### config.mk
export PLATFORM = sky130hd
export DESIGN_NAME = swtc_front
export DESIGN_NICKNAME = d
export VERILOG_FILES = /design/src/rtl/core/swtc_pkg.sv /design/src/rtl/core/swtc_front.sv
export SDC_FILE = /design/constraint.sdc
export NUM_CORES = 1
export LEC_CHECK = 0
export BUFFER_PORTS_ARGS = -buffer_cell sky130_fd_sc_hd__buf_2
export CAP_MARGIN = 10
export CORE_MARGIN = 1
export CORE_UTILIZATION = 30
export CTS_CLUSTER_DIAMETER = 100
export CTS_CLUSTER_SIZE = 25
export DETAILED_ROUTE_END_ITERATION = 10
export PLACE_DENSITY = 0.67
export SYNTH_ARGS = -nofsm -noshare
export SYNTH_HDL_FRONTEND = slang
export SYNTH_SLANG_ARGS = --single-unit
### constraint.sdc
create_clock -name clk -period 3.6 [get_ports clk]
set_input_delay 0.9 -clock clk [delete_from_list [all_inputs] [get_ports clk]]
set_output_delay 0.9 -clock clk [all_outputs]
set_load 0.02 [all_outputs]
### src/rtl/core/swtc_pkg.sv
`timescale 1ns / 1ps
`default_nettype none
package swtc_pkg;

  localparam int POS_W       = 24;
  localparam int VAL_W       = 64;
  localparam int SLOT_W      = 5;
  localparam int STATUS_W    = 3;
  localparam int MODE_W      = 2;
  localparam int IN_TDATA_W  = 112;
  localparam int OUT_TDATA_W = 120;
  localparam int DEF_WINDOW  = 32;
  localparam int FIFO_DEPTH  = 2;

  typedef enum logic [MODE_W-1:0] {
    OP_MOVE = 2'd0,
    OP_ROW  = 2'd1,
    OP_DIAG = 2'd2,
    OP_FILL = 2'd3
  } op_t;

  localparam logic [STATUS_W-1:0] ST_HIT     = 3'd0;
  localparam logic [STATUS_W-1:0] ST_MISS    = 3'd1;
  localparam logic [STATUS_W-1:0] ST_OUTSIDE = 3'd2;
  localparam logic [STATUS_W-1:0] ST_DONE    = 3'd3;
  localparam logic [STATUS_W-1:0] ST_REJECT  = 3'd4;

  typedef struct packed {
    op_t              op;
    logic [POS_W-1:0] position;
    logic [POS_W-1:0] column;
    logic [VAL_W-1:0] fill_value;
  } cmd_t;

endpackage
`default_nettype wire

### src/rtl/core/swtc_front.sv
`timescale 1ns / 1ps
`default_nettype none
module swtc_front (
  input  wire logic                               clk,
  input  wire logic                               rst_n,
  input  wire logic                               in_tvalid,
  output logic                                    in_tready,
  input  wire logic [swtc_pkg::IN_TDATA_W-1:0]    in_tdata,
  input  wire logic [swtc_pkg::MODE_W-1:0]        in_tuser,
  output logic                                    push_valid,
  input  wire logic                               push_ready,
  output swtc_pkg::cmd_t                          push_cmd
);

  logic           hold_v_r;
  swtc_pkg::cmd_t hold_r;

  assign in_tready  = !hold_v_r || push_ready;
  assign push_valid = hold_v_r;
  assign push_cmd   = hold_r;

  always_ff @(posedge clk) begin
    if (!rst_n) begin
      hold_v_r <= 1'b0;
    end else if (in_tready) begin
      hold_v_r <= in_tvalid;
    end
    if (in_tready && in_tvalid) begin
      hold_r.op         <= swtc_pkg::op_t'(in_tuser);
      hold_r.position   <= in_tdata[swtc_pkg::POS_W-1:0];
      hold_r.column     <= in_tdata[2*swtc_pkg::POS_W-1:swtc_pkg::POS_W];
      hold_r.fill_value <= in_tdata[2*swtc_pkg::POS_W+swtc_pkg::VAL_W-1:2*swtc_pkg::POS_W];
    end
  end

endmodule
`default_nettype wire

## Yosys cells after proc, flatten, opt, wreduce, memory -nomap -nowiden

Cells that the tools add are included.

- Add/sub/neg operators: 0
- Multiply operators: 0
- Div/mod/pow operators: 0
- Magnitude comparators: 0
- Equal/unequal tests: 0
- Shift-type cells: 0
- Mux-type cells: 0
- Bitwise logic cells: 0
- Reductions and logical operators: 3

Operator list:

| cell | number |
|---|---|
| logical AND 1 bit | 1 |
| zero test 1 bit | 1 |
| logical OR 1 bit | 1 |

- Register bits after elaboration: 115
- Bits in latches: 0
- Memory bits (writable): 0
- Memory bits (read-only): 0
- Output and inout port bits: 116
- Memories kept: 0

## Longest topological paths before layout

- Depth in word-level cells: 3
- Mapped depth: 2

## Least setup slack after synthesis

OpenSTA, ideal clock, no wires.

- Path kind: input-to-reg
- Start point: input push_ready
- End point: register hold_r (netlist bit push_cmd[0]), enable pin
- Library setup time: 0.394 ns
- Data arrival time: 1.942 ns
- Data required time: 3.206 ns
- Slack: 1.264 ns
- Stages on the path: 2
- Path buffers: 0
- Path through: nand2b_4 and2_4

- Cells in the longest elaborated chain, start to end: 2

RTL lines:

| what | RTL line | RTL |
|---|---|---|
| from (decl) | swtc_front.sv:11 | `input wire logic push_ready,` |
| logical OR 1 bit | swtc_front.sv:18 | `assign in_tready = !hold_v_r \|\| push_ready;` |
| logical AND 1 bit | swtc_front.sv:28 | `if (in_tready && in_tvalid) begin` |
| to (decl) | swtc_front.sv:16 | `swtc_pkg::cmd_t hold_r;` |

No other way between the ends.
A chain may end at the register's enable or synchronous reset.

## Worst setup path in the final report

- Start point: input push_ready
- End point: output in_tready

- Cells in the longest elaborated chain, start to end: 1

RTL lines:

| what | RTL line | RTL |
|---|---|---|
| logical OR 1 bit | swtc_front.sv:18 |  |
| to (decl) | swtc_front.sv:7 | `output logic in_tready,` |

No other way between the ends.

==> out/metrics.yaml <==
layout:
  drive_above_1_share_pct: 69.1
  layout.core_utilization_pct: 48.5
  layout-area-overhead-vs-synth_pct: 54.2
  mostFrequentLayoutCell: "buf_2"
  finish.instance_area_um2: 5370
  finalNetCount: 490
  mostFrequentLayoutCells: "buf_2, edfxtp_1, clkbuf_16, clkinv_2"
  antenna_cells_inserted: 0
  fillerInstances: 986
sta:
  worst_clock_skew_ns: 0.00728
  final.period_utilization_pct: 61.0
  max-slew-margin-rel_pct: 54.3
  postLayoutSetupSlackWorst_ns: 1.41
  maxSlewViolCount: 0
  worst_slew_pin_slew_ns: 0.685
  final-hold-violation-count: 0
  setup_viol: 0
  rsz0062_at_grt: "false"
  period_needed_ns: 2.19
  final.setup.tns_ns: 0
  achievable-frequency_mhz: 456
setup_path:
  highest_fanout_seen_on_the_critical_path: 3
  critPathRequiredTime_ns: 2.70
  critical_path_class: "in2out"
  critPathArrivalTime_ns: 1.29
  worstSetupEndpointType: "primary output"
  r2r_depth: 3
  setup.reg_to_reg.worst_slack_ns: 1.82
  start_kind: "primary input"
clock_network:
  clkSinkCount: 115
  cts-buffers-inserted: 17
  cts.hold.buffers_added: 0
  postCtsSetupRepairBufs: 0
  ctsLongestPathBuffers: 2
  tritoncts: "yes"
  clk_latency_ns: 0.40
  cts.reportedPaths.clkPinSlew_ns: 0.05
  htree_num_levels: 4
  clock_tree_root: "clkbuf_16"
  cts_repair_resize_count: 0
synth:
  syn_inst: 119
  synth_area_leaders: "edfxtp_1, dfxtp_1, nand2b_4"
  post-synth-top-area-fraction_pct: 98.3
  synth.ff_latch_count: 115
  synth_largest_area_cell: "edfxtp_1"
  synth_sequential_area_ratio_pct: 98.9
  syn_area_per_cell_um2: 29.3
  syn_area_um2: 3480
  synthesis.yosys.warnings: 0
  synth_fp_nets: 237
  ys_types: 6
detailed_routing:
  drt_initial_violations: 60
  post-route-drc-count: 0
  vias_per_cell: 4.15
  routed_wl_um: 7760
  drt-wirelength-per-cell_um: 14.8
  routed.top_layer: "met4"
  number_of_iterations_in_the_first_detailed_routing_pass: 4
  detailroute.via_count: 2177
  ant_nets: 0
  dr_wl_met3_um: 1000
  wl_met2_um: 3910
  detail_route.wirelength.met1_um: 2690
floorplan:
  ios: 234
  fp.dieH_um: 110
  cell_row_count: 38
  die_area_um2: 12000
  effective_utilization_at_floorplan_pct: 31.4
  core-area_um2: 11100
  floorplan.die.width_um: 110
global_routing:
  overflow_after_grt: 0
  antenna_violations_before_repair: 0
  via_count_of_the_first_global_routing_pass: 2146
  grt_max_degree: 64
  global_route.usage.total_pct: 12.6
  grt_pass1_wl_um: 10300
status:
  run_status: "finished clean"
run:
  max_cap_check_violation_count: 0
place:
  dp_worst_setup_slack_ns: 1.10
  port_buffers: 233
  dpl_cell_area_um2: 4840
  finalWeightedCongestion: 0.745
worst_hold_path:
  whs_path_depth: 2
  holdCritPathClass: "reg2reg"
power:
  power_per_cell_area_nw_per_um2: 621
  max-vdd-ir-drop_mv: 0.245
  finalPower_mw: 3.33
  reported_leakage_power_nw: 2.32
[path summary, 6_finish.rpt]
check,startpoint,to
worst max-delay path,push_ready,in_tready
worst min-delay path,push_valid,push_valid
worst max register to register,push_valid,push_cmd[71]
worst min register to register,push_valid,push_valid
[layer usage]
metal  vias up  GRT usage [%]
li1        991              -
met2       160           20.8
met5         -              0
met3        15           7.47
met1      1011           12.2
met4         0           7.24
[synth_stat cells]
cell type  count
a21boi_2       1
and2_4         1
dfxtp_1        1
edfxtp_1     114
inv_1          1
nand2b_4       1
[area by class of cell]
type	instances	area (um^2)	area share, %
clock inverters	13	93.8	1.75
multi-input cells	3	33.8	0.629
clock buffers	19	433	8.06
repair buffers	234	1190	22.1
inverters	1	3.75	0.0699
flip-flops and latches	115	3440	64.1
well taps	140	175	3.26
[sequential cells by signal, indices dropped and copies added, names as in the netlist]
register and count:
push_cmd 114, push_valid 1
[metrics by stage]
stage,cells,hold WS [ns]
floorplan,119,0.626
global placement,493,0.488
detailed placement,493,0.500
CTS,525,0.511
global route,525,0.535
finish,525,0.507
[critical path, cell delays in order]
cell	delay (ns)
buf_2	0.10
nand2b_4	0.14
buf_2	0.16
[power breakdown]
| group | internal (mW) | leakage, nW | switching, mW |
|---|---|---|---|
| Sequential | 1.57 | 1.11 | 0.0181 |
| Combinational | 0.0976 | 0.946 | 0.175 |
| Clock | 0.930 | 0.263 | 0.542 |
[logic make-up after synthesis]
family / count (synthesis) / synth area share [%]
compound gates: 1 / 0.323
buf+inv: 1 / 0.108
simple gates: 2 / 0.647
flops: 115 / 98.9
Note: power is estimated with default switching activity, not from simulation.
