### src/rtl/core/swtc_pkg.sv
`timescale 1ns / 1ps
`default_nettype none
package swtc_pkg;

  localparam int POS_W       = 24;
  localparam int VAL_W       = 64;
  localparam int SLOT_W      = 5;
  localparam int STATUS_W    = 3;
  localparam int MODE_W      = 2;
  localparam int IN_TDATA_W  = 112;
  localparam int OUT_TDATA_W = 120;
  localparam int DEF_WINDOW  = 32;
  localparam int FIFO_DEPTH  = 2;

  typedef enum logic [MODE_W-1:0] {
    OP_MOVE = 2'd0,
    OP_ROW  = 2'd1,
    OP_DIAG = 2'd2,
    OP_FILL = 2'd3
  } op_t;

  localparam logic [STATUS_W-1:0] ST_HIT     = 3'd0;
  localparam logic [STATUS_W-1:0] ST_MISS    = 3'd1;
  localparam logic [STATUS_W-1:0] ST_OUTSIDE = 3'd2;
  localparam logic [STATUS_W-1:0] ST_DONE    = 3'd3;
  localparam logic [STATUS_W-1:0] ST_REJECT  = 3'd4;

  typedef struct packed {
    op_t              op;
    logic [POS_W-1:0] position;
    logic [POS_W-1:0] column;
    logic [VAL_W-1:0] fill_value;
  } cmd_t;

endpackage
`default_nettype wire

### src/rtl/core/swtc_cmd_fifo.sv
`timescale 1ns / 1ps
`default_nettype none
module swtc_cmd_fifo (
  input  wire logic           clk,
  input  wire logic           rst_n,
  input  wire logic           wr_valid,
  output logic                wr_ready,
  input  wire swtc_pkg::cmd_t wr_cmd,
  output logic                rd_valid,
  input  wire logic           rd_ready,
  output swtc_pkg::cmd_t      rd_cmd
);

  localparam int PW = $clog2(swtc_pkg::FIFO_DEPTH);
  localparam int CW = $clog2(swtc_pkg::FIFO_DEPTH + 1);

  swtc_pkg::cmd_t  slots_r [swtc_pkg::FIFO_DEPTH];
  logic [PW-1:0]   wp_r;
  logic [PW-1:0]   rp_r;
  logic [CW-1:0]   cnt_r;
  logic            do_wr;
  logic            do_rd;

  assign wr_ready = cnt_r != CW'(swtc_pkg::FIFO_DEPTH);
  assign rd_valid = cnt_r != '0;
  assign rd_cmd   = slots_r[rp_r];
  assign do_wr    = wr_valid && wr_ready;
  assign do_rd    = rd_valid && rd_ready;

  always_ff @(posedge clk) begin
    if (!rst_n) begin
      wp_r  <= '0;
      rp_r  <= '0;
      cnt_r <= '0;
    end else begin
      if (do_wr) begin
        wp_r <= (wp_r == PW'(swtc_pkg::FIFO_DEPTH - 1)) ? '0 : wp_r + 1'b1;
      end
      if (do_rd) begin
        rp_r <= (rp_r == PW'(swtc_pkg::FIFO_DEPTH - 1)) ? '0 : rp_r + 1'b1;
      end
      if (do_wr && !do_rd) begin
        cnt_r <= cnt_r + 1'b1;
      end else if (do_rd && !do_wr) begin
        cnt_r <= cnt_r - 1'b1;
      end
    end
    if (do_wr) begin
      slots_r[wp_r] <= wr_cmd;
    end
  end

endmodule
`default_nettype wire

### config.mk
export PLATFORM = sky130hd
export DESIGN_NAME = swtc_cmd_fifo
export DESIGN_NICKNAME = d
export VERILOG_FILES = /design/src/rtl/core/swtc_pkg.sv /design/src/rtl/core/swtc_cmd_fifo.sv
export SDC_FILE = /design/constraint.sdc
export NUM_CORES = 1
export LEC_CHECK = 0
export ABC_AREA = 0
export ABC_CLOCK_PERIOD_IN_PS = 3600
export BUFFER_PORTS_ARGS = -buffer_cell sky130_fd_sc_hd__buf_2
export CORE_MARGIN = 5
export CORE_UTILIZATION = 30
export CTS_CLUSTER_DIAMETER = 40
export DETAILED_ROUTE_END_ITERATION = 7
export PLACE_DENSITY_LB_ADDON = 0.05
export SETUP_SLACK_MARGIN = 0.5
export SYNTH_ARGS = -nofsm -noshare
export SYNTH_HDL_FRONTEND = slang
export SYNTH_SLANG_ARGS = --single-unit
### constraint.sdc
create_clock -name clk -period 3.6 [get_ports clk]
set_clock_uncertainty 0.2 [all_clocks]
set_input_delay 0.18 -clock clk [delete_from_list [all_inputs] [get_ports clk]]
set_output_delay 0.18 -clock clk [all_outputs]
set_load 0.02 [all_outputs]
* Word level (Yosys, flattened, before mapping)
Memory sizes are Yosys's and may differ from the RTL's. A register that Yosys moved wholly into a read port is not among the register bits. Index checks and enable logic that the tools add are counted.
Storage, ports and cells: register bits after elaboration 4, RAM bits 228, input bits 118, output and inout bits 116, logic and storage cells 25, memories 1
Memories:
- slots_r | words 2, width 114, read ports 1, clocked after memory_dff 1, write ports 1, line swtc_cmd_fifo.sv:17 | swtc_pkg::cmd_t slots_r [swtc_pkg::FIFO_DEPTH];
Operators by class: add/subtract/negate cells 4, equality and inequality tests 1, muxes and demuxes 8, reduce and logical (&&, ||, !) cells 8
Operators by type and width (count):
- 1-bit two-way mux | 6
- 1-bit logical AND | 4
- 2-bit two-way mux | 2
- 2-bit nonzero test | 2
- 1-bit adder, second input constant | 2
- 2-bit by 1-bit adder with 2-bit output, second input constant | 1
- 1-bit logical NOT | 2
- 2-bit inequality test, second input constant | 1
- 2-bit by 1-bit subtractor with 2-bit output, second input constant | 1

* Depth between registers and ports, before layout
Gate-level depths: netlist of run 1.
depth in word-level cells 6, gate-level depth with buffers 6, gate-level depth less buffers 6

* Worst setup path before layout of run 1
OpenSTA, ideal clock, no wires.
path type register to register, start register cnt_r[0], end memory slots_r[1][0] (netlist bit), enable pin, arrival 3285 ps, setup slack -372 ps, stages on the path, launching flop included 3, path buffers 0, period minus slack after synthesis 3972 ps, cells stage by stage dfxtp_1 > nand2b_4 > and3_1
On the way: word-level cells in the longest chain between the ends 4
Ends and longest elaborated chain:
- from (decl) | line swtc_cmd_fifo.sv:20 | logic [CW-1:0] cnt_r;
- from (signal assigned) | line swtc_cmd_fifo.sv:43 | cnt_r <= cnt_r + 1'b1;
- from (signal assigned) | line swtc_cmd_fifo.sv:45 | cnt_r <= cnt_r - 1'b1;
- 2-bit inequality test | line swtc_cmd_fifo.sv:24 | assign wr_ready = cnt_r != CW'(swtc_pkg::FIFO_DEPTH);
- via wr_ready | line swtc_cmd_fifo.sv:7 | output logic wr_ready,
- 1-bit logical AND | line swtc_cmd_fifo.sv:27 | assign do_wr = wr_valid && wr_ready;
- 1-bit two-way mux | line swtc_cmd_fifo.sv:48 | if (do_wr) begin
- 1-bit two-way mux (not written as such) | line swtc_cmd_fifo.sv:49 | slots_r[wp_r] <= wr_cmd;
- to (decl) | line swtc_cmd_fifo.sv:17
The timed path passes the listed nets, and every way through them passes these cells.

==> results of run 1 <==
metal layers:
metal,up-vias,share of wire
li1,2299,-
met1,2349,0.43
met2,188,0.46
met3,34,0.093
met4,0,0.021
met5,-,0
worst paths after layout:
kind | from | cells past startpoint | endpoint | slack [ns]
max | flop | 3 | rd_cmd[111] | 0.98
min | wr_cmd[26] | 2 | slots_r[1][26]$_DFFE_PP_ | 0.20
max reg2reg | cnt_r[0]$_SDFFE_PN0P_ | 4 | slots_r[0][100]$_DFFE_PP_ | 1.35
min reg2reg | cnt_r[1]$_SDFFE_PN0P_ | 2 | cnt_r[1]$_SDFFE_PN0P_ | 0.35
cells by family after synthesis:
kind of cell | count (synthesis)
and+or+nand+nor | 9
DFF | 233
xor gates and xnor gates | 3
AOI/OAI and AO/OA | 5
muxes | 114
buffers and inverters | 14
adders and majority gates | 1
where the power goes:
group	switching [mW]	internal, mW	total [mW]
Combinational	1.33	1.05	2.38
Clock	1.24	2.42	3.66
Sequential	0.127	3.40	3.52
Total	2.70	6.86	9.56
placed cells by master, fill, tap and decap left out, drive strengths merged, types with 2 or more instances in the layout:
cell | synthesis | routed
and2 | 4 | 4
xnor2 | 2 | 2
buf | 13 | 241
bufinv | 0 | 6
mux2 | 114 | 114
clkbuf | 0 | 42
inv | 1 | 4
o21ai | 2 | 2
edfxtp | 228 | 228
dfxtp | 5 | 5
a21boi | 2 | 2
clkinv | 0 | 17
clkinvlp | 0 | 3
dlygate4sd3 | 0 | 118
worst reg2reg max path: stages, from the launching register on:
cell and delay (ns):
dfxtp_1 0.35, nand2b_4 0.17, nand3b_1 0.16, clkinvlp_4 0.57
buf_12 0.49
layout make-up:
| class | count | area (µm²) | share of cell area |
|---|---|---|---|
| Inverter | 1 | 7.51 | 0.000585 |
| Tap cell | 384 | 480 | 0.0374 |
| Multi-Input combinational cell | 132 | 1650 | 0.129 |
| Antenna cell | 1 | 2.50 | 0.000195 |
| Timing Repair Buffer | 359 | 2440 | 0.190 |
| Clock buffer | 42 | 987 | 0.0769 |
| Clock inverter | 29 | 318 | 0.0247 |
| Sequential cell | 233 | 6950 | 0.541 |
flip-flops by register name, indices dropped and copies added, names as in the netlist, named ones only:
register	cells
slots_r	228
cnt_r	2
rp_r	1
wp_r	1
repair_timing:
item                                   4_1_cts  5_1_grt
endpoints found under the hold margin      233        0
resized for setup                            0        0
hold buffers                               118        0
==> results.tsv, run 1 <==
stage	metric	value	unit
status	outcome	finished, final reports clean	
pwr	p_per_area	744	nW/µm²
setup_path	critPathArrivalTime	2.24	ns
setup_path	start_kind	flop	
synthesis	synthTopCellsByCount	228 x edfxtp_1, 60 x mux2_4, 54 x mux2_2	
global_routing	grt_pass1_vias	5361	
drt	via_count	4870	
synthesis	synth_most_common_cell	edfxtp_1	
floorplanning	row_count	62	
synthesis	synth_top_family_by_area	multiplexers	
cts	clk_pin_slew_worst_paths	0.05	ns
timing	fmax	381	MHz
setup_path	critPathTopFamily	buffers and inverters	
timing	final.period_utilization	0.729	
finish	num-fill-cells	2569	
global_routing	grt_usage	0.119	
synthesis	yosysUniqueCellTypes	22	
cts	cts_sinks	233	
finish	final_cells	1181	
place	dp_hpwl	12800	µm
synthesis	synth-adder-area-share	0.00144	
floorplanning	initial_utilization	0.304	
global_routing	grt_use_met2	0.187	
timing	hold_ws	0.196	ns
synthesis	synth-edff-count	228	
global_routing	grt_overflow	0	
cts	cts_tree	built	
finish	drive_above_1_share	0.531	
floorplanning	core	28700	µm²
global_routing	grt_most_used_layer	met2	
place	place_area	10400	µm²
cts	clk_latency	0.50	ns
finish	final_util	0.447	
synthesis	yosysTopAreaCellShare	0.785	
floorplanning	fp.dieW	180	µm
synthesis	synth-main-ff-cell	edfxtp_1	
global_routing	grt_start_max_net_pins	59	
cts	cts_root_buffer	clkbuf_16	
drt	wire_per_inst	16.9	µm
flow_run	max_cap_violations	0	
timing	slew_headroom	0.551	
worst_hold_path	min_path_type	input pin to flop	
cts	cts_inserted_buffers	39	
cts	post_cts_buffers	0	
floorplanning	die_height	180	µm
synthesis	synth_area	8720	µm²
timing	fin_ws	0.975	ns
place	dp_slack	1.29	ns
synthesis	yosys.area_share.simple	0.00746	
drt	wl	20000	µm
synthesis	synth_xor_area_frac	0.00301	
timing	worstMarginPinSlew	0.672	ns
place	gp_congestion	0.706	
timing	slew_violations	0	
floorplanning	num_io_pins	234	
floorplanning	dieArea	32600	µm²
synthesis	ys_seq_area_frac	0.797	
setup_path	path_cells	buf_4, mux2_2, buf_2	
synthesis	syn-num-nets	498	
global_routing	met3_usage	0.0509	
synthesis	synth.top_cells.by_area	edfxtp_1 79%, mux2_4 10%, mux2_2 7.0%, dfxtp_1 1.1%, buf_6 0.90%	
pwr	max-vdd-ir-drop	0.383	mV
timing	finalSetupViolCount	0	
synthesis	yosysWarnings	0	
place	io_buffers	233	
synthesis	ys_seq_elements	233	
setup_path	worst-endpoint-required	3.22	ns
global_routing	grt_pass1_wl	30500	µm
timing	rsz0062_at_grt	false	
global_routing	antenna_found_initial	1	
setup_path	path_class	flop to output pin	
global_routing	use_met1	0.148	
timing	hold_viol	0	
synthesis	synthMuxAreaShare	0.173	
synthesis	synthArstFlopShare	0	
cts	h-tree-depth	2	
timing	finalCriticalPeriod	2.62	ns
setup_path	cp_num_buf_inv	2	
finish	areaGrowthSynthToFinish	47.3	%
setup_path	critPathMaxFanout	30	
timing	tns	0	ns
synthesis	synth_largest_area_cell	edfxtp_1	
drt	first_pass_iters	4	
pwr	p_total	9.56	mW
finish	design_area	12800	µm²
pwr	power.leakage	4.96	nW
setup_path	max_stage_delay	0.61	ns
cts	clockBufferDepth	3	
synthesis	syn-instance-count	379	
drt	ant_nets	0	
synthesis	synth_compound_area_frac	0.00402	
synthesis	syn_area_per_cell	23.0	µm²
drt	drc	0	
setup_path	worst_setup_path_end_kind	output pin	
place	placed_cells	991	
finish	nets	885	
drt	post_drt_via_cell_ratio	4.12	
drt	drt_iter0_markers	167	
setup_path	crit_path_top_delay_cell	dfxtp_4	
Power figures use the tool's default switching activity.
==> inputs of run 2 (changes only) <==
--- a/config.mk
+++ b/config.mk
@@ -5,8 +5,8 @@
 export SDC_FILE = /design/constraint.sdc
 export NUM_CORES = 1
 export LEC_CHECK = 0
-export ABC_AREA = 0
-export ABC_CLOCK_PERIOD_IN_PS = 3600
+export ABC_AREA = 1
+export ABC_CLOCK_PERIOD_IN_PS = 2200
 export BUFFER_PORTS_ARGS = -buffer_cell sky130_fd_sc_hd__buf_2
 export CORE_MARGIN = 5
 export CORE_UTILIZATION = 30
==> constraint.sdc (replaced) <==
create_clock -name clk -period 2.2 [get_ports clk]
set_clock_uncertainty 0.2 [all_clocks]
set_input_delay 0.11 -clock clk [delete_from_list [all_inputs] [get_ports clk]]
set_output_delay 0.11 -clock clk [all_outputs]
set_load 0.02 [all_outputs]
==> run 2 against run 1 <==
Effect of this change:
- setup slack lost 0.82 ns
- core utilization is 1.3 points higher
- hold slack got worse by 0.067 ns
- global-route usage about the same
- cell count increased by 2.7%
- count of clock-buffer cells in the layout rose by 1
- die area hardly changed
- sequential power is 64% higher
- power increased by 61%
- critical endpoint is now rd_cmd[2]
- largest power group is now registers
==> results.tsv, run 2 <==
stage	metric	value	unit	change
global_routing	grt_usage	0.119		about the same
drt	post_drt_via_cell_ratio	4.16		+0.80%
timing	hold_ws	0.129	ns	-0.0667 ns
finish	largest_registers	slots_r x228, cnt_r x2		
timing	finalSetupViolCount	0		unchanged
cts	clockBufferDepth	3		unchanged
pwr	p_per_area	1160	nW/µm²	+56%
drt	ant_nets	0		unchanged
finish	top_register	slots_r		
synthesis	synthArstFlopShare	0		unchanged
finish	layout.cells.most_common_list	228 x edfxtp_1, 222 x buf_2, 117 x dlygate4sd3_1		
finish	drive_above_1_share	0.534		+0.00297
setup_path	critPathArrivalTime	1.73	ns	-0.51 ns
setup_path	cp_num_buf_inv	3		+1
floorplanning	row_count	62		unchanged
setup_path	worst-endpoint-required	1.89	ns	-1.33 ns
synthesis	synth-edff-count	228		unchanged
finish	diodes	0		-1
setup_path	critPathMaxFanout	12		-60%
synthesis	synthTopCellsByCount	228 x edfxtp_1, 60 x mux2_4, 54 x mux2_2		
setup_path	max_stage_delay	0.35	ns	-0.26 ns
drt	wire_per_inst	16.7	µm	-1.4%
floorplanning	core	28700	µm²	unchanged
cts	cts_tree	built		
timing	worstMarginPinSlew	0.326	ns	-0.346 ns
synthesis	yosysTopAreaCellShare	0.786		about the same
setup_path	critPathTopFamily	buffers and inverters		
setup_path	start_kind	flop		
cts	cts_root_buffer	clkbuf_16		
finish	areaGrowthSynthToFinish	51.7	%	
synthesis	synth_area	8710	µm²	about the same
synthesis	ys_seq_area_frac	0.797		about the same
global_routing	grt_pass1_vias	5564		+3.8%
setup_path	path_class	flop to output pin		
status	outcome	finished, final reports clean		
global_routing	grt_pass1_wl	30800	µm	+1.0%
floorplanning	initial_utilization	0.304		about the same
timing	hold_viol	0		unchanged
setup_path	crit_path_top_delay_cell	dfxtp_4		
drt	drt_iter0_markers	173		+3.6%
place	dp_hpwl	13100	µm	+2.0%
synthesis	synth.top_cells.by_area	edfxtp_1 79%, mux2_4 10%, mux2_2 7.0%, dfxtp_1 1.1%, buf_6 0.90%		
place	io_buffers	233		unchanged
setup_path	r2r_cells	5		+1
worst_hold_path	hold_end	slots_r[1][106]$_DFFE_PP_		
synthesis	yosysUniqueCellTypes	16		-27%
finish	final_util	0.461		+0.0131
floorplanning	num_io_pins	234		unchanged
setup_path	r2r_slack	0.49	ns	-0.86 ns
synthesis	synth_largest_area_cell	edfxtp_1		
cts	cts_sinks	233		unchanged
synthesis	syn-num-nets	511		+2.6%
pwr	power.leakage	5.15	nW	+4.0%
setup_path	worst_setup_path_end_kind	output pin		
synthesis	ys_seq_elements	233		unchanged
timing	rsz0062_at_grt	true		
place	gp_congestion	0.713		+0.99%
synthesis	syn_area_per_cell	22.2	µm²	-3.3%
setup_path	path_cells	buf_12, clkbuf_16, mux2_2, buf_2		
floorplanning	fp.dieW	180	µm	about the same
global_routing	grt_overflow	0		unchanged
synthesis	synth-main-ff-cell	edfxtp_1		
cts	h-tree-depth	2		unchanged
drt	via_count	5042		+3.5%
global_routing	grt_start_max_net_pins	49		-17%
cts	clk_pin_slew_worst_paths	0.05	ns	about the same
worst_hold_path	hp-start	wr_cmd[106]		
synthesis	yosysWarnings	0		unchanged
worst_hold_path	min_path_cells	2		unchanged
finish	largest_reg_flops	228		unchanged
timing	fmax	489	MHz	
setup_path	r2r-start	cnt_r[0]$_SDFFE_PN0P_		
flow_run	max_cap_violations	0		unchanged
timing	slew_headroom	0.782		+0.231
drt	first_pass_iters	4		unchanged
finish	final_common_cell	edfxtp_1		
setup_path	r2r-end	slots_r[1][55]$_DFFE_PP_		
floorplanning	dieArea	32600	µm²	about the same
global_routing	antenna_found_initial	0		-1
cts	cts_inserted_buffers	38		-2.6%
drt	wl	20200	µm	+1.3%
drt	drc	0		unchanged
cts	clk_latency	0.49	ns	about the same
timing	finalCriticalPeriod	2.04	ns	
timing	slew_violations	0		unchanged
finish	nets	919		+3.8%
floorplanning	die_height	180	µm	about the same
pwr	max-vdd-ir-drop	0.731	mV	+91%
worst_hold_path	min_path_type	input pin to flop		
timing	final.period_utilization	0.929		
synthesis	synth_most_common_cell	edfxtp_1		
synthesis	syn-instance-count	392		+3.4%
==> run 2: how the worst max path moves through the flow <==
stage	cells past startpoint	start	slack (ns)	to
final	4	flop	0.16	rd_cmd[2]
after global routing	4	flop	0.09	rd_cmd[2]
after CTS	4	flop	0.10	rd_cmd[99]
after detailed placement	6	cnt_r[0]$_SDFFE_PN0P_	0.48	slots_r[0][109]$_DFFE_PP_
after global placement	3	flop	0.51	rd_cmd[94]
after floorplan	4	cnt_r[0]$_SDFFE_PN0P_	-0.68	slots_r[0][0]$_DFFE_PP_
==> run 2: cell type report <==
| class | count | area, µm² |
|---|---|---|
| Fill cell | 2580 | 15500 |
| Timing Repair Buffer | 381 | 2930 |
| Clock inverter | 26 | 204 |
| Tap cell | 384 | 480 |
| Multi-Input combinational cell | 138 | 1660 |
| Inverter | 8 | 30.0 |
| Sequential cell | 233 | 6950 |
| Clock buffer | 43 | 970 |
==> run 2: power breakdown <==
group | leakage (nW) | internal [mW] | switching, mW
combinational | 2.41 | 1.99 | 2.23
clock | 0.571 | 3.40 | 1.95
sequential | 2.17 | 5.62 | 0.151
total | 5.15 | 11.0 | 4.34
==> run 2: what timing repair did <==
action                                 CTS  global route
gates resized for setup                 23            20
setup buffers                            7             0
setup endpoints to repair              176           153
pin swaps                                1             0
endpoints found under the hold margin  239             0
gates cloned                             3             3
hold buffers                           117             0
==> run 2: metal layers <==
layer | up-vias | wire length, µm | global-route usage
li1 | 2382 | - | -
met1 | 2450 | 8770 | 0.154
met2 | 179 | 9560 | 0.190
met3 | 31 | 1500 | 0.0420
met4 | 0 | 366 | 0.0357
met5 | - | 0 | 0
==> run 2: cell families after synthesis <==
kind of cell / count (synthesis) / synth area share
and+or+nand+nor: 19 / 0.00861
DFF: 233 / 0.797
AOI/OAI and AO/OA: 4 / 0.00258
adders and majority gates: 1 / 0.00144
buffers and inverters: 21 / 0.0171
muxes: 114 / 0.173
==> run 2: stage by stage <==
| step | worst slack (ns) | area [µm²] | power, mW | TNS [ns] | instances |
|---|---|---|---|---|---|
| after floorplan | -0.675 | 8750 | 8.30 | -151.68 | 392 |
| after global placement | 0.506 | 10500 | 9.48 | 0 | 1014 |
| after detailed placement | 0.482 | 10500 | 9.53 | 0 | 1014 |
| after CTS | 0.103 | 13100 | 15.5 | 0 | 1210 |
| after global routing | 0.0930 | 13200 | 16.1 | 0 | 1213 |
| final | 0.156 | 13200 | 15.3 | 0 | 1213 |
==> inputs of run 3 (changes only) <==
--- a/config.mk
+++ b/config.mk
@@ -5,7 +5,7 @@
 export SDC_FILE = /design/constraint.sdc
 export NUM_CORES = 1
 export LEC_CHECK = 0
-export ABC_AREA = 1
+export ABC_AREA = 0
 export ABC_CLOCK_PERIOD_IN_PS = 2200
 export BUFFER_PORTS_ARGS = -buffer_cell sky130_fd_sc_hd__buf_2
 export CORE_MARGIN = 5
==> run 3 against run 2 <==
Effect of this change:
- largest cell class unchanged
- design area increased by 7.4%
- clock power rose by 18%
- combinational power increased by 33%
- wire length up 9.9%
- hold slack got worse by 0.022 ns
==> results.tsv, run 3 (same netlist as run 1, synthesis figures left out) <==
stage	metric	value	unit	change
setup_path	r2r_cells	6		+1
floorplanning	initial_utilization	0.304		about the same
flow_run	max_cap_violations	0		unchanged
floorplanning	core	28700	µm²	unchanged
timing	slew_headroom	0.851		+0.0689
finish	num-fill-cells	2450		-5.0%
finish	register_area	6960	µm²	about the same
place	io_buffers	233		unchanged
finish	final_common_cell	edfxtp_1		
pwr	max-vdd-ir-drop	0.645	mV	-12%
timing	final.period_utilization	0.925		-0.00384
worst_hold_path	min_path_cells	2		unchanged
drt	via_count	5065		+0.46%
finish	multiInputGateArea	1830	µm²	+11%
floorplanning	die_height	180	µm	about the same
timing	hold_viol	0		unchanged
pwr	power.leakage	5.59	nW	+8.4%
setup_path	start_kind	flop		
pwr	p_per_area	1250	nW/µm²	+7.2%
cts	clockBufferDepth	3		unchanged
worst_hold_path	hold_end	slots_r[1][107]$_DFFE_PP_		
cts	cts_tree	built		
timing	slew_violations	0		unchanged
setup_path	critPathArrivalTime	1.73	ns	about the same
setup_path	r2r-start	cnt_r[0]$_SDFFE_PN0P_		
setup_path	critPathTopFamily	buffers and inverters		
setup_path	worst_setup_path_end_kind	output pin		
global_routing	grt_usage	0.124		+0.00548
setup_path	critPathMaxFanout	7		-5
floorplanning	row_count	62		unchanged
floorplanning	dieArea	32600	µm²	about the same
finish	layout.cells.most_common_list	228 x edfxtp_1, 172 x buf_2, 117 x dlygate4sd3_1		
worst_hold_path	min_path_type	input pin to flop		
timing	worstMarginPinSlew	0.223	ns	-0.103 ns
finish	nets	921		+0.22%
setup_path	cp_num_buf_inv	3		unchanged
cts	h-tree-depth	2		unchanged
drt	post_drt_via_cell_ratio	4.16		about the same
setup_path	worst-endpoint-required	1.89	ns	about the same
drt	drt_iter0_markers	116		-33%
timing	fmax	491	MHz	+0.41%
timing	finalCriticalPeriod	2.04	ns	-0.00844 ns
floorplanning	fp.dieW	180	µm	about the same
setup_path	max_stage_delay	0.38	ns	+0.03 ns
place	dp_slack	0.396	ns	-0.0853 ns
place	place_area	10400	µm²	-0.56%
finish	areaGrowthSynthToFinish	62.9	%	
drt	drc	0		unchanged
finish	drive_above_1_share	0.554		+0.0196
cts	cts_root_buffer	clkbuf_16		
cts	clk_latency	0.52	ns	+0.03 ns
cts	cts_inserted_buffers	42		+11%
cts	clk_pin_slew_worst_paths	0.05	ns	about the same
finish	largest_registers	slots_r x228, cnt_r x2		
global_routing	grt_overflow	0		unchanged
global_routing	grt_start_max_net_pins	37		-24%
drt	wl	22200	µm	+9.9%
setup_path	r2r_slack	0.52	ns	+0.03 ns
finish	top_register	slots_r		
timing	hold_ws	0.107	ns	-0.0221 ns
global_routing	grt_pass1_wl	31500	µm	+2.2%
pwr	p_total	17.7	mW	+15%
setup_path	path_cells	buf_6, buf_16, mux2_2, buf_2		
drt	wire_per_inst	18.2	µm	+9.4%
drt	first_pass_iters	4		unchanged
setup_path	r2r-end	cnt_r[1]$_SDFFE_PN0P_		
global_routing	antenna_found_initial	1		+1
global_routing	grt_pass1_vias	5536		-0.50%
status	outcome	finished, final reports clean		
timing	rsz0062_at_grt	true		
cts	cts_sinks	233		unchanged
floorplanning	num_io_pins	234		unchanged
finish	largest_reg_flops	228		unchanged
timing	finalSetupViolCount	0		unchanged
worst_hold_path	hp-start	wr_cmd[107]		
setup_path	path_class	flop to output pin		
timing	fin_ws	0.165	ns	+0.00844 ns
drt	ant_nets	0		unchanged
place	gp_congestion	0.697		-2.3%
finish	diodes	0		unchanged
setup_path	crit_path_top_delay_cell	dfxtp_4		
finish	design_area	14200	µm²	+7.4%
place	dp_hpwl	12200	µm	-6.6%
-- run 3: cell count changes in the layout (fill, tap and decap cells not counted), moves of 3 or more --
cell,delta
inv_1,-6
mux2_4,+41
nor2_1,-6
clkbuf_16,+9
bufinv_16,+4
buf_6,+52
and2_1,+3
buf_16,+8
mux2_2,-41
nand2_1,-7
clkinv_2,-4
buf_2,-50
-- run 3: final cells by class --
cell class | count | share of cell area
clock buffers | 50 | 0.0776
clock inverters | 26 | 0.0222
inverters | 1 | 0.000529
multi-input cells | 132 | 0.129
flip-flops and latches | 233 | 0.490
well taps | 384 | 0.0338
repair buffers | 392 | 0.247
-- run 3: how the worst max path moves through the flow --
stage,startpoint,slack [ns],cells after the start,endpoint
floorplan,cnt_r[0]$_SDFFE_PN0P_,-0.73,3,slots_r[0][0]$_DFFE_PP_
global placement,cnt_r[0]$_SDFFE_PN0P_,0.42,3,slots_r[1][84]$_DFFE_PP_
detailed placement,cnt_r[0]$_SDFFE_PN0P_,0.40,3,slots_r[1][83]$_DFFE_PP_
CTS,flop,0.10,4,rd_cmd[19]
global route,flop,0.09,4,rd_cmd[8]
finish,flop,0.16,4,rd_cmd[94]
-- run 3: per-stage QoR --
step	TNS [ns]	cells	utilization
detailed placement	0	994	0.363
global route	0	1218	0.495
finish	0	1218	0.495
floorplan	-131.85	379	-
CTS	0	1207	0.471
global placement	0	994	0.363
-- run 3: what timing repair did --
action | 4_1_cts | 5_1_grt
gates resized for setup | 43 | 151
endpoints found under the setup margin | 294 | 182
hold buffers | 117 | 0
hold endpoints to repair | 233 | 0
buffers inserted | 11 | 3
pin swaps | 1 | 2
cloned | 9 | 8
-- run 3: where the power goes --
| group | total, mW | switching [mW] | internal [mW] |
|---|---|---|---|
| registers | 5.72 | 0.155 | 5.56 |
| logic | 5.62 | 2.66 | 2.96 |
| clock network | 6.34 | 2.07 | 4.27 |
| total | 17.7 | 4.88 | 12.8 |
-- run 3: metal layers --
layer	GRT usage	vias to the layer above	share of wire
met3	0.0486	42	0.085
met1	0.147	2434	0.41
met4	0.0402	2	0.021
li1	-	2378	-
met5	0	-	0.00032
met2	0.209	209	0.49
